File: config.mk
export PLATFORM = sky130hd
export DESIGN_NAME = modbus_rtu_master_transaction
export DESIGN_NICKNAME = d
export VERILOG_FILES = /design/src/rtl/mrm_pkg.sv /design/src/rtl/mrm_front.sv /design/src/rtl/mrm_resq.sv /design/src/rtl/mrm_engine.sv /design/src/rtl/modbus_rtu_master_transaction.sv
export SDC_FILE = /design/constraint.sdc
export NUM_CORES = 2
export LEC_CHECK = 0
export CAP_MARGIN = 20
export CELL_PAD_IN_SITES_DETAIL_PLACEMENT = 1
export CELL_PAD_IN_SITES_GLOBAL_PLACEMENT = 1
export CORE_UTILIZATION = 58
export DETAILED_ROUTE_END_ITERATION = 6
export DONT_BUFFER_PORTS = 1
export GPL_ROUTABILITY_DRIVEN = 0
export PLACE_DENSITY = 0.91
export SETUP_SLACK_MARGIN = 0.5
export SLEW_MARGIN = 30
export SYNTH_ARGS = -nofsm -noshare
export SYNTH_HDL_FRONTEND = slang
export SYNTH_SLANG_ARGS = --single-unit
File: constraint.sdc
create_clock -name clk -period 9.35 [get_ports clk]
set_clock_uncertainty 0.1 [all_clocks]
set_input_delay 1.87 -clock clk [delete_from_list [all_inputs] [get_ports clk]]
set_output_delay 1.87 -clock clk [all_outputs]
set_load 0.05 [all_outputs]
File: src/rtl/mrm_pkg.sv
// Shared types, constants and the CRC step for the Modbus RTU master engine.
package mrm_pkg;

  localparam int RX_BYTES = 64;
  localparam int RX_AW = $clog2(RX_BYTES);
  localparam int RX_CW = RX_AW + 1;
  localparam int MAX_WORDS = 31;
  localparam int QDEPTH = 4;
  localparam int QAW = $clog2(QDEPTH);

  localparam logic [1:0] OP_READ  = 2'd0;
  localparam logic [1:0] OP_WRITE = 2'd1;
  localparam logic [1:0] OP_BYTE  = 2'd2;
  localparam logic [1:0] OP_TICK  = 2'd3;

  localparam logic [1:0] KIND_TX   = 2'd0;
  localparam logic [1:0] KIND_WORD = 2'd1;
  localparam logic [1:0] KIND_DONE = 2'd2;

  localparam logic       CFG_TIMEOUT = 1'b0;
  localparam logic       CFG_RETRY   = 1'b1;

  localparam logic [15:0] CRC_INIT = 16'hffff;
  localparam logic [15:0] CRC_POLY = 16'ha001;

  typedef struct packed {
    logic [1:0]  opcode;
    logic        is_req;
    logic [7:0]  slave_id;
    logic [7:0]  function_code;
    logic [15:0] start_addr;
    logic [15:0] reg_value;
    logic [7:0]  rx_byte;
    logic        rx_end;
  } item_t;

  typedef struct packed {
    logic [1:0]  kind;
    logic [7:0]  tx_byte;
    logic [15:0] data_word;
    logic [4:0]  word_count;
    logic        success;
    logic        last;
  } res_t;

  typedef struct packed {
    logic [15:0] timeout_ms;
    logic [7:0]  retry_limit;
  } cfg_t;

  // One byte of CRC-16/Modbus, bit by bit over the reflected polynomial.
  function automatic logic [15:0] crc_byte(input logic [15:0] crc, input logic [7:0] b);
    logic [15:0] c;
    c = crc ^ {8'h00, b};
    for (int k = 0; k < 8; k++) begin
      if (c[0]) c = (c >> 1) ^ CRC_POLY;
      else c = c >> 1;
    end
    return c;
  endfunction

endpackage

File: src/rtl/mrm_front.sv
// Input queue that accepts and classifies items ahead of the engine.
module mrm_front (
  input  logic                clk,
  input  logic                rst_n,
  input  logic                in_push,
  output logic                in_full,
  input  logic [1:0]          in_opcode,
  input  logic [7:0]          in_slave_id,
  input  logic [7:0]          in_function_code,
  input  logic [15:0]         in_start_addr,
  input  logic [15:0]         in_reg_value,
  input  logic [7:0]          in_rx_byte,
  input  logic                in_rx_end,
  output logic                item_valid,
  output mrm_pkg::item_t      item,
  input  logic                item_pop
);

  mrm_pkg::item_t q_r [mrm_pkg::QDEPTH];
  logic [mrm_pkg::QAW-1:0] wp_r, wp_nxt, rp_r, rp_nxt;
  logic [mrm_pkg::QAW:0]   cnt_r, cnt_nxt;
  logic do_push, do_pop;
  mrm_pkg::item_t new_item;

  assign in_full    = (cnt_r == (mrm_pkg::QAW+1)'(mrm_pkg::QDEPTH));
  assign item_valid = (cnt_r != '0);
  assign item       = q_r[rp_r];
  assign do_push    = in_push && !in_full;
  assign do_pop     = item_pop && item_valid;

  // Classify the item as a request or a receive-side event.
  always_comb begin
    new_item.opcode        = in_opcode;
    new_item.is_req        = (in_opcode == mrm_pkg::OP_READ) ||
                             (in_opcode == mrm_pkg::OP_WRITE);
    new_item.slave_id      = in_slave_id;
    new_item.function_code = in_function_code;
    new_item.start_addr    = in_start_addr;
    new_item.reg_value     = in_reg_value;
    new_item.rx_byte       = in_rx_byte;
    new_item.rx_end        = in_rx_end;
  end

  // Pointer and fill count update.
  always_comb begin
    wp_nxt  = do_push ? wp_r + 1'b1 : wp_r;
    rp_nxt  = do_pop ? rp_r + 1'b1 : rp_r;
    cnt_nxt = cnt_r + (mrm_pkg::QAW+1)'(do_push) - (mrm_pkg::QAW+1)'(do_pop);
  end

  always_ff @(posedge clk) begin
    if (!rst_n) begin
      wp_r  <= '0;
      rp_r  <= '0;
      cnt_r <= '0;
    end else begin
      wp_r  <= wp_nxt;
      rp_r  <= rp_nxt;
      cnt_r <= cnt_nxt;
    end
  end

  // Queue storage.
  always_ff @(posedge clk) begin
    if (do_push) q_r[wp_r] <= new_item;
  end

endmodule

File: src/rtl/mrm_resq.sv
// Result queue that parts the engine from the result consumer.
module mrm_resq (
  input  logic           clk,
  input  logic           rst_n,
  input  logic           res_push,
  input  mrm_pkg::res_t  res,
  output logic           res_room,
  output logic           out_empty,
  input  logic           out_pop,
  output mrm_pkg::res_t  head
);

  mrm_pkg::res_t q_r [mrm_pkg::QDEPTH];
  logic [mrm_pkg::QAW-1:0] wp_r, rp_r;
  logic [mrm_pkg::QAW:0]   cnt_r;
  logic do_push, do_pop;

  assign res_room  = (cnt_r != (mrm_pkg::QAW+1)'(mrm_pkg::QDEPTH));
  assign out_empty = (cnt_r == '0);
  assign head      = q_r[rp_r];
  assign do_push   = res_push && res_room;
  assign do_pop    = out_pop && !out_empty;

  always_ff @(posedge clk) begin
    if (!rst_n) begin
      wp_r  <= '0;
      rp_r  <= '0;
      cnt_r <= '0;
    end else begin
      if (do_push) wp_r <= wp_r + 1'b1;
      if (do_pop) rp_r <= rp_r + 1'b1;
      cnt_r <= cnt_r + (mrm_pkg::QAW+1)'(do_push) - (mrm_pkg::QAW+1)'(do_pop);
    end
  end

  always_ff @(posedge clk) begin
    if (do_push) q_r[wp_r] <= res;
  end

endmodule

File: src/rtl/mrm_engine.sv
// Transaction sequencer: frame transmit, response capture, check and word readout.
module mrm_engine (
  input  logic            clk,
  input  logic            rst_n,
  input  mrm_pkg::cfg_t   cfg,
  input  logic            item_valid,
  input  mrm_pkg::item_t  item,
  output logic            item_pop,
  output logic            res_push,
  output mrm_pkg::res_t   res,
  input  logic            res_room
);

  localparam logic [2:0] B_FETCH = 3'd0;
  localparam logic [2:0] B_START = 3'd1;
  localparam logic [2:0] B_TX    = 3'd2;
  localparam logic [2:0] B_CHK   = 3'd3;
  localparam logic [2:0] B_WADDR = 3'd4;
  localparam logic [2:0] B_WEMIT = 3'd5;
  localparam logic [2:0] B_DONE  = 3'd6;

  logic [2:0]  st_r, st_nxt;
  logic        phase_r, phase_nxt;
  logic        is_read_r, is_read_nxt;
  logic [47:0] req_r, req_nxt;
  logic [7:0]  att_r, att_nxt;
  logic [15:0] wt_r, wt_nxt;
  logic [mrm_pkg::RX_CW-1:0] cnt_r, cnt_nxt;
  logic        ovf_r, ovf_nxt;
  logic [15:0] crc_r, crc_nxt;
  logic [15:0] txcrc_r, txcrc_nxt;
  logic [2:0]  idx_r, idx_nxt;
  logic        id_ok_r, id_ok_nxt, fc_ok_r, fc_ok_nxt;
  logic [7:0]  bc_r, bc_nxt;
  logic [4:0]  wi_r, wi_nxt;
  logic [mrm_pkg::RX_AW-1:0] ahi_r, ahi_nxt, alo_r, alo_nxt;
  logic        mem_we;
  logic [7:0]  mem [mrm_pkg::RX_BYTES];
  logic [7:0]  rd_hi_r, rd_lo_r;
  logic [7:0]  tx_b;
  logic [15:0] wt_inc;
  logic        frame_ok;
  logic [4:0]  words;

  assign words  = bc_r[5:1];
  assign wt_inc = wt_r + 16'd1;

  // Frame byte selected by the transmit index.
  always_comb begin
    case (idx_r)
      3'd0:    tx_b = req_r[47:40];
      3'd1:    tx_b = req_r[39:32];
      3'd2:    tx_b = req_r[31:24];
      3'd3:    tx_b = req_r[23:16];
      3'd4:    tx_b = req_r[15:8];
      3'd5:    tx_b = req_r[7:0];
      3'd6:    tx_b = txcrc_r[7:0];
      default: tx_b = txcrc_r[15:8];
    endcase
  end

  // Response check: header, CRC residue, length and word count.
  always_comb begin
    frame_ok = !ovf_r && (cnt_r >= mrm_pkg::RX_CW'(4)) && id_ok_r && fc_ok_r &&
               (crc_r == 16'h0000);
    if (is_read_r && (({2'b00, cnt_r} < 9'd5 + {1'b0, bc_r}) ||
                      ({1'b0, bc_r[7:1]} > 8'(mrm_pkg::MAX_WORDS))))
      frame_ok = 1'b0;
  end

  // Sequencer.
  always_comb begin
    st_nxt = st_r; phase_nxt = phase_r; is_read_nxt = is_read_r; req_nxt = req_r;
    att_nxt = att_r; wt_nxt = wt_r; cnt_nxt = cnt_r; ovf_nxt = ovf_r; crc_nxt = crc_r;
    txcrc_nxt = txcrc_r; idx_nxt = idx_r; id_ok_nxt = id_ok_r; fc_ok_nxt = fc_ok_r;
    bc_nxt = bc_r; wi_nxt = wi_r; ahi_nxt = ahi_r; alo_nxt = alo_r;
    item_pop = 1'b0; mem_we = 1'b0; res_push = 1'b0; res = '0;
    unique case (st_r)
      B_FETCH: begin
        if (item_valid) begin
          item_pop = 1'b1;
          if (item.is_req) begin
            if (!phase_r) begin
              req_nxt = {item.slave_id, item.function_code, item.start_addr, item.reg_value};
              is_read_nxt = (item.opcode == mrm_pkg::OP_READ);
              att_nxt = cfg.retry_limit;
              st_nxt = B_START;
            end
          end else if (phase_r) begin
            if (item.opcode == mrm_pkg::OP_BYTE) begin
              wt_nxt = '0;
              if (cnt_r < mrm_pkg::RX_CW'(mrm_pkg::RX_BYTES)) begin
                mem_we = 1'b1;
                cnt_nxt = cnt_r + 1'b1;
                if (cnt_r == mrm_pkg::RX_CW'(0)) id_ok_nxt = (item.rx_byte == req_r[47:40]);
                if (cnt_r == mrm_pkg::RX_CW'(1)) fc_ok_nxt = (item.rx_byte == req_r[39:32]);
                if (cnt_r == mrm_pkg::RX_CW'(2)) bc_nxt = item.rx_byte;
              end else begin
                ovf_nxt = 1'b1;
              end
              crc_nxt = mrm_pkg::crc_byte(crc_r, item.rx_byte);
              if (item.rx_end) st_nxt = B_CHK;
            end else begin
              wt_nxt = wt_inc;
              if (wt_inc >= cfg.timeout_ms) st_nxt = B_START;
            end
          end
        end
      end
      B_START: begin
        // Either give up or begin another attempt; receive state starts clean.
        if (att_r == 8'd0) begin
          if (res_room) begin
            res_push = 1'b1;
            res.kind = mrm_pkg::KIND_DONE;
            res.last = 1'b1;
            phase_nxt = 1'b0;
            cnt_nxt = '0; ovf_nxt = 1'b0; crc_nxt = mrm_pkg::CRC_INIT; wt_nxt = '0;
            st_nxt = B_FETCH;
          end
        end else begin
          att_nxt = att_r - 8'd1;
          cnt_nxt = '0; ovf_nxt = 1'b0; crc_nxt = mrm_pkg::CRC_INIT; wt_nxt = '0;
          txcrc_nxt = mrm_pkg::CRC_INIT;
          idx_nxt = '0;
          phase_nxt = 1'b1;
          st_nxt = B_TX;
        end
      end
      B_TX: begin
        if (res_room) begin
          res_push = 1'b1;
          res.kind = mrm_pkg::KIND_TX;
          res.tx_byte = tx_b;
          res.last = (idx_r == 3'd7);
          if (idx_r < 3'd6) txcrc_nxt = mrm_pkg::crc_byte(txcrc_r, tx_b);
          idx_nxt = idx_r + 3'd1;
          if (idx_r == 3'd7) st_nxt = B_FETCH;
        end
      end
      B_CHK: begin
        wi_nxt = '0;
        if (!frame_ok) st_nxt = B_START;
        else if (is_read_r && (words != 5'd0)) st_nxt = B_WADDR;
        else st_nxt = B_DONE;
      end
      B_WADDR: begin
        ahi_nxt = mrm_pkg::RX_AW'(7'd3 + {1'b0, wi_r, 1'b0});
        alo_nxt = mrm_pkg::RX_AW'(7'd4 + {1'b0, wi_r, 1'b0});
        st_nxt = B_WEMIT;
      end
      B_WEMIT: begin
        if (res_room) begin
          res_push = 1'b1;
          res.kind = mrm_pkg::KIND_WORD;
          res.data_word = {rd_hi_r, rd_lo_r};
          wi_nxt = wi_r + 5'd1;
          st_nxt = (wi_r + 5'd1 == words) ? B_DONE : B_WADDR;
        end
      end
      B_DONE: begin
        if (res_room) begin
          res_push = 1'b1;
          res.kind = mrm_pkg::KIND_DONE;
          res.word_count = is_read_r ? words : 5'd0;
          res.success = 1'b1;
          res.last = 1'b1;
          phase_nxt = 1'b0;
          cnt_nxt = '0; ovf_nxt = 1'b0; crc_nxt = mrm_pkg::CRC_INIT; wt_nxt = '0;
          st_nxt = B_FETCH;
        end
      end
      default: st_nxt = B_FETCH;
    endcase
  end

  always_ff @(posedge clk) begin
    if (!rst_n) begin
      st_r <= B_FETCH; phase_r <= 1'b0; is_read_r <= 1'b0; req_r <= '0;
      att_r <= '0; wt_r <= '0; cnt_r <= '0; ovf_r <= 1'b0; crc_r <= mrm_pkg::CRC_INIT;
    end else begin
      st_r <= st_nxt; phase_r <= phase_nxt; is_read_r <= is_read_nxt; req_r <= req_nxt;
      att_r <= att_nxt; wt_r <= wt_nxt; cnt_r <= cnt_nxt; ovf_r <= ovf_nxt;
      crc_r <= crc_nxt;
    end
  end

  // Working registers that need no reset.
  always_ff @(posedge clk) begin
    txcrc_r <= txcrc_nxt; idx_r <= idx_nxt; id_ok_r <= id_ok_nxt; fc_ok_r <= fc_ok_nxt;
    bc_r <= bc_nxt; wi_r <= wi_nxt; ahi_r <= ahi_nxt; alo_r <= alo_nxt;
  end

  // Response byte store: one write port, two registered read ports. The read
  // address is taken from the next-address value so the word pair is ready in
  // the cycle right after the address step.
  always_ff @(posedge clk) begin
    if (mem_we) mem[cnt_r[mrm_pkg::RX_AW-1:0]] <= item.rx_byte;
    rd_hi_r <= mem[ahi_nxt];
    rd_lo_r <= mem[alo_nxt];
  end

  a_tx_in_wait: assert property (@(posedge clk) disable iff (!rst_n)
    st_r == B_TX |-> phase_r) else $error("transmit while not waiting");
  a_cnt_range: assert property (@(posedge clk) disable iff (!rst_n)
    cnt_r <= mrm_pkg::RX_CW'(mrm_pkg::RX_BYTES)) else $error("receive count overrun");
  a_word_not_last: assert property (@(posedge clk) disable iff (!rst_n)
    res_push && res.kind == mrm_pkg::KIND_WORD |-> !res.last)
    else $error("data word marked last");
  a_done_idle: assert property (@(posedge clk) disable iff (!rst_n)
    res_push && res_room && res.kind == mrm_pkg::KIND_DONE |=> !phase_r)
    else $error("still waiting after completion");

endmodule

File: src/rtl/modbus_rtu_master_transaction.sv
// Top level of the Modbus RTU master transaction engine.
// Each input item is queued and then handled by one sequencer, one at a time. A received
// byte or a tick is taken in the fetch state; a request or a retry emits its 8 frame bytes
// at one per cycle while the result queue has room, after a start step; a good read response
// passes a check step, then an address step and an emit step per data word (the response
// store's registered read) and then the completion, for up to 29 words. The result queue
// holds four results; when it is full the sequencer waits. Configuration is always ready:
// index 0 timeout_ms, index 1 retry_limit (low 8 bits of the data).
module modbus_rtu_master_transaction (
  input  logic        clk,
  input  logic        rst_n,
  input  logic        in_push,
  output logic        in_full,
  input  logic [1:0]  in_opcode,
  input  logic [7:0]  in_slave_id,
  input  logic [7:0]  in_function_code,
  input  logic [15:0] in_start_addr,
  input  logic [15:0] in_reg_value,
  input  logic [7:0]  in_rx_byte,
  input  logic        in_rx_end,
  output logic        out_empty,
  input  logic        out_pop,
  output logic [1:0]  out_kind,
  output logic [7:0]  out_tx_byte,
  output logic [15:0] out_data_word,
  output logic [4:0]  out_word_count,
  output logic        out_success,
  output logic        out_last,
  input  logic        cfg_valid,
  output logic        cfg_ready,
  input  logic        cfg_index,
  input  logic [15:0] cfg_data
);

  mrm_pkg::cfg_t  cfg_r;
  mrm_pkg::item_t item;
  mrm_pkg::res_t  res, head;
  logic item_valid, item_pop, res_push, res_room;

  assign cfg_ready = 1'b1;

  // Configuration registers.
  always_ff @(posedge clk) begin
    if (!rst_n) begin
      cfg_r.timeout_ms  <= 16'd100;
      cfg_r.retry_limit <= 8'd3;
    end else if (cfg_valid && cfg_ready) begin
      if (cfg_index == mrm_pkg::CFG_TIMEOUT) cfg_r.timeout_ms <= cfg_data;
      if (cfg_index == mrm_pkg::CFG_RETRY) cfg_r.retry_limit <= cfg_data[7:0];
    end
  end

  mrm_front u_front (
    .clk, .rst_n, .in_push, .in_full, .in_opcode, .in_slave_id, .in_function_code,
    .in_start_addr, .in_reg_value, .in_rx_byte, .in_rx_end,
    .item_valid, .item, .item_pop
  );

  mrm_engine u_engine (
    .clk, .rst_n, .cfg(cfg_r), .item_valid, .item, .item_pop, .res_push, .res, .res_room
  );

  mrm_resq u_resq (
    .clk, .rst_n, .res_push, .res, .res_room, .out_empty, .out_pop, .head
  );

  assign out_kind       = head.kind;
  assign out_tx_byte    = head.tx_byte;
  assign out_data_word  = head.data_word;
  assign out_word_count = head.word_count;
  assign out_success    = head.success;
  assign out_last       = head.last;

endmodule
Word-level counts from Yosys, hierarchy flattened
Memory sizes are Yosys's and may differ from the RTL's. A register that Yosys moved wholly into a read port is not among the register bits. Index checks and enable logic that the tools add are counted.

Flip-flop bits (word level): 185. Memory bits (writable): 884. Output and inout port bits: 36. Logic and storage cells: 329. Memories kept: 3.

Memory list: u_engine.mem (words 64, width 8, rd ports 2, clocked after memory_dff 2, wr ports 1, line mrm_engine.sv:38) `logic [7:0] mem [mrm_pkg::RX_BYTES];`; u_front.q_r (words 4, width 60, rd ports 1, clocked after memory_dff 1, wr ports 1, line mrm_front.sv:19) `mrm_pkg::item_t q_r [mrm_pkg::QDEPTH];`; u_resq.q_r (words 4, width 33, rd ports 1, clocked after memory_dff 1, wr ports 1, line mrm_resq.sv:13) `mrm_pkg::res_t q_r [mrm_pkg::QDEPTH];`.

Add/sub/neg operators: 16. Order comparisons: 6. Equality and inequality tests: 39. Mux-type cells: 173. Bitwise logic cells: 21. Reduce and logical (&&, ||, !) cells: 46.

Operators with widths (count): two-way mux 16 bit (89); case mux 16 bit (3 select lines) (2); two-way mux 7 bit (8); case mux 8 bit (7 select lines) (1); two-way mux 8 bit (6); NOT 2 -> 3 bit (16); two-way mux 3 bit (15); case mux 16 bit (2 select lines) (1); XOR 16 x 8 -> 16 bit (2); two-way mux 1 bit (28); == test 3 bit, second input constant (8); case mux 3 bit (7 select lines) (1); case mux 7 bit (3 select lines) (1); AND reduction 7 bit (3); two-way mux 6 bit (3); adder 16 x 1 -> 16 bit, second input constant (1); == test 8 bit (2); >= comparator 16 bit (1); zero test 16 bit (1); two-way mux 2 bit (8); case mux 8 bit (2 select lines) (1); inequality test 2 x 1 -> 1 bit, second input constant (7); == test 3 x 2 -> 1 bit, second input constant (4); inequality test 2 bit, second input constant (6); other kinds (49) (86).

Depth between registers and ports, before layout
Depth in word-level cells: 57. Mapped depth: 15. Gate-level depth less buffers: 14.

Hierarchy
Synthesis repeated with hierarchy kept, for this count alone.

Cell total of the unflattened synthesis: 4090. Area, all modules: 49442.4 µm².

Modules (own cells, without submodules): mrm_engine (times used 1, cells each 3397, area an instance 33951.3 µm², seq. area each 18978.2 µm²); mrm_front (times used 1, cells each 364, area an instance 9208.8 µm², seq. area each 7387.1 µm²); mrm_resq (times used 1, cells each 223, area an instance 5292.6 µm², seq. area each 4144.0 µm²); modbus_rtu_master_transaction (times used 1, cells each 106, area an instance 989.7 µm², seq. area each 480.5 µm²).

Worst setup path before layout
OpenSTA, ideal clock, no wires.

Path type: input-to-reg. Start: input port in_push. End: memory u_front.q_r[0][0] (netlist bit), enable pin. Arrival: 3.674 ns. Required time: 8.826 ns. Path slack: 5.152 ns. Stages on the path: 3. Path buffers: 1. Cell sequence: nor2b_1 > clkbuf_1 > and2_1.

Longest elaborated chain between the ends: 3.

Ends and longest elaborated chain: start: declaration (line modbus_rtu_master_transaction.sv:12) `input logic in_push,`; logical AND 1 bit (line mrm_front.sv:28) `assign do_push = in_push && !in_full;`; net u_front.do_push (line mrm_front.sv:22) `logic do_push, do_pop;`; two-way mux 1 bit (line mrm_front.sv:65) `if (do_push) q_r[wp_r] <= new_item;`; two-way mux 1 bit (not written as such) (line mrm_front.sv:65); end: declaration (line mrm_front.sv:19).

The timed path passes the listed nets, and every way through them passes these cells.

Worst setup path in the final report
Start: register u_engine.st_r[2]. End: register u_engine.rd_lo_r[3] (read register of u_engine.mem).

Longest elaborated chain between the ends: 2.

Ends and longest elaborated chain: start: declaration (line mrm_engine.sv:22) `logic [2:0] st_r, st_nxt;`; start signal: assignment (line mrm_engine.sv:182) `st_r <= st_nxt; phase_r <= phase_nxt; is_read_r <= is_read_nxt; req_r <= req_nxt;`; == test 3 bit (line mrm_engine.sv:78) `unique case (st_r)`; two-way mux 6 bit (line mrm_engine.sv:78); end: declaration (line mrm_engine.sv:39) `logic [7:0] rd_hi_r, rd_lo_r;`.

No other way between the ends. A chain may end at the register's enable or synchronous reset.

==> flow_metrics.tcl <==
set metrics [dict create \
    status "finished, final reports clean" \
    rsz0062_at_grt "false" \
    ys_seq_elements 1089 \
    root_buffer "clkbuf_16" \
    final_cells 4717 \
    grt_antenna_before_repair 4 \
    cts.clk_slew.worst_paths_ns 0.07 \
    track_usage_pct 37.01 \
    rr_startpoint "u_engine.st_r[2]" \
    ios 117 \
    first_iter_violations 4312 \
    area_growth_pct 9.137 \
    synth_cell_types 73 \
    grt_pass1_wl_um 235200 \
    crit_type "flip-flop to flip-flop" \
    slowest_stage "clkinv_8" \
    yosys.area_share.simple_pct 7.992 \
    fin_tns_setup_ns 0 \
    crit_fanout 130 \
    synth_area_leader_cell "edfxtp_1" \
    synth-async-reset-ratio_pct 0 \
    avgViaCountPerCell 6.977 \
    fin_crit_sh_pct 55.65 \
    period_minus_slack_ns 5.204 \
    row_count 107 \
    ys_seq_area_share_pct 62.19 \
    dr_total_vias 32910 \
    nets 3615 \
    drc 0 \
    crit_path_start_kind "flip-flop" \
    cts_max_path_buffers 3 \
    totalWireLength_um 160700 \
    start_util_pct 58.53 \
    ctsHoldBuffers 0 \
    report.power.total_uw 15360 \
    grt_overflow_total 0 \
    yosysWarnings 0 \
    min_to "cfg_r[7]" \
    syn_area_sq_um 49830 \
    place_inst 4519 \
    syn_avg_cell_area_sq_um 14.02 \
    synth_flop_cell "edfxtp_1" \
    maxSlewViolCount 0 \
    hold_start "cfg_r[7]" \
    finalHoldViolations 0 \
    synth_top_area_share_pct 55.32 \
    insertion_delay_ns 0.69 \
    die_h_um 295.1 \
    synth_most_common_cell "edfxtp_1" \
    dieArea_sq_um 87100 \
    io_buffer_count 0 \
    cts_max_level 3 \
    synth_area_leaders "edfxtp_1 55%, mux2i_1 13%, dfxtp_1 6.9%" \
    synth_top_family_by_area "multiplexers" \
    crit_family "buffers and inverters" \
    worst_pin_slew_ns 1.079 \
    max_cap_viol_count 0 \
    end_kind "flip-flop" \
    synth_compound_area_share_pct 5.004 \
    synthTopCellsByCount "918 x edfxtp_1, 653 x mux2i_1, 505 x nand2_1" \
    slew-limit-headroom_pct 28.07 \
    worstHoldPathCells 2 \
    final_cell_area_sq_um 54390 \
    power.leakage_uw 0.01918 \
    worstHoldPathType "flip-flop to flip-flop" \
    placed_area_sq_um 50910 \
    synth-xor-area-share_pct 1.871 \
    r2r-end "u_engine.rd_lo_r[3]" \
    dr.pass1.iters 6 \
    peakVddDrop_mv 0.2693 \
    crit_required_ns 9.88 \
    synth_edf_count 918 \
    synth_fa_ha_area_share_pct 1.311 \
    post-dp-hpwl_um 91560 \
    grt_max_degree 131 \
    cpMostUsedCell "buf_4" \
    netlist_instances 3555 \
    grt_pass1_vias 35040 \
    cts_setup_buffers 0 \
    setup_violations 0 \
    regToRegSetupSlack_ns 4.15 \
    ant_nets 0 \
    rr_worst_depth 13 \
    powerDensity_nw_per_um2 282.5 \
    wire_per_inst_um 34.08 \
    numCtsBuffers 106 \
    core-area_sq_um 85150 \
    worst_ep_arrival_time_ns 5.73 \
    dieWidth_um 295.1 \
    max_freq_ghz 0.1922 \
    crit_chain "buf_4, or3b_1, buf_4, a21oi_4, buf_4, clkinv_8, buf_12, mux2i_1, mux4_2, nand2_1, o31ai_1, mux2i_1, mux2_2" \
    drive_above_1_share_pct 12.32 \
    clock-sinks 1089 \
    cp_num_buf_inv 5 \
    cts_tree "yes" \
    synth.area.mux_share_pct 19.24 \
    synthesis.nets 3687 \
    cts_resized 0 \
    critPathMaxStageDelay_ns 0.74 \
]
==> routing by layer <==
layer / vias to the layer above / GRT usage (%) / part of all wire (%) / wire, um
met5: - / 0 / 0.0081 / 13
met4: 2 / 21.91 / 6.8 / 10950
met3: 678 / 7.247 / 8.9 / 14360
met2: 2345 / 62.03 / 49 / 78650
met1: 16680 / 44.62 / 35 / 56770
li1: 13210 / - / - / -
==> final cells by class <==
class                           instances  area [sq um]
Antenna cell                            1         2.502
Clock buffer                          151          2977
Clock inverter                         46         401.6
Fill cell                            7671         30760
Inverter                               54         216.5
Multi-Input combinational cell       2183         17920
Sequential cell                      1089         31000
Tap cell                             1144          1431
Timing Repair Buffer                   49         444.2
==> per-stage QoR <==
stage / hold slack [ns] / worst slack (ns) / utilization (%)
final: 0.3698 / 4.146 / 63.87
after global placement: 0.3471 / 4.677 / 59.64
after detailed placement: 0.3574 / 4.600 / 59.79
after global routing: 0.3944 / 4.087 / 63.87
after floorplan: 0.3400 / 5.152 / -
after CTS: 0.3700 / 4.428 / 63.76
==> flip-flops by register name, indices dropped and copies added, names as in the netlist, 5 cells and up, named ones only <==
register	flops
u_engine.mem	512
u_front.q_r	240
u_resq.q_r	132
u_engine.req_r	48
cfg_r	24
u_engine.crc_r	16
u_engine.txcrc_r	16
u_engine.wt_r	16
u_engine.att_r	8
u_engine.bc_r	8
u_engine.rd_hi_r	8
u_engine.rd_lo_r	8
u_engine.cnt_r	7
u_engine.ahi_r	6
u_engine.alo_r	6
u_engine.wi_r	5
==> kinds of logic after synthesis <==
group                      count (synthesis)
muxes                                    799
xor gates and xnor gates                  97
adders and majority gates                 51
and+or+nand+nor                          894
buffers and inverters                    283
AOI/OAI and AO/OA                        341
other                                      1
DFF                                     1089
==> worst max path at each step <==
stage	startpoint	to	slack (ns)	cells past startpoint
after floorplan	in_push	u_front.q_r[0][0]	5.15	3
after global placement	u_engine.st_r[2]	u_engine.rd_hi_r[3]	4.68	11
after detailed placement	u_engine.st_r[1]	u_engine.rd_lo_r[1]	4.60	12
after CTS	u_engine.st_r[1]	u_engine.rd_lo_r[1]	4.43	11
after global routing	u_engine.st_r[1]	u_engine.rd_lo_r[6]	4.09	11
final	u_engine.st_r[2]	u_engine.rd_lo_r[3]	4.15	13
==> where the power goes <==
part,switching (uW),internal [uW],total (uW)
logic,3070,1550,4620
clock network,1930,2400,4330
registers,355,6050,6410
==> placed cells by master (no fill, tap or decap), types with 37 or more instances in the layout <==
cell,count
buf_4,42
nand2_1,504
edfxtp_1,918
nor2_1,86
xnor2_1,65
a21boi_0,73
mux2i_1,651
and2_1,48
a311oi_1,64
nor2_2,54
ha_1,49
o21ai_0,39
dfxtp_1,168
and3_1,82
inv_1,51
a21oi_1,37
clkbuf_16,110
mux4_2,125
==> worst reg2reg max path, stage by stage, from the launching register on <==
cell      delay [ns]
dfxtp_1         0.32
buf_4           0.25
or3b_1          0.37
buf_4           0.25
a21oi_4         0.19
buf_4           0.66
clkinv_8        0.78
buf_12          0.66
mux2i_1         0.31
mux4_2          0.57
nand2_1         0.16
o31ai_1         0.13
mux2i_1         0.20
mux2_2          0.19
(Power assumes the default switching activity.)
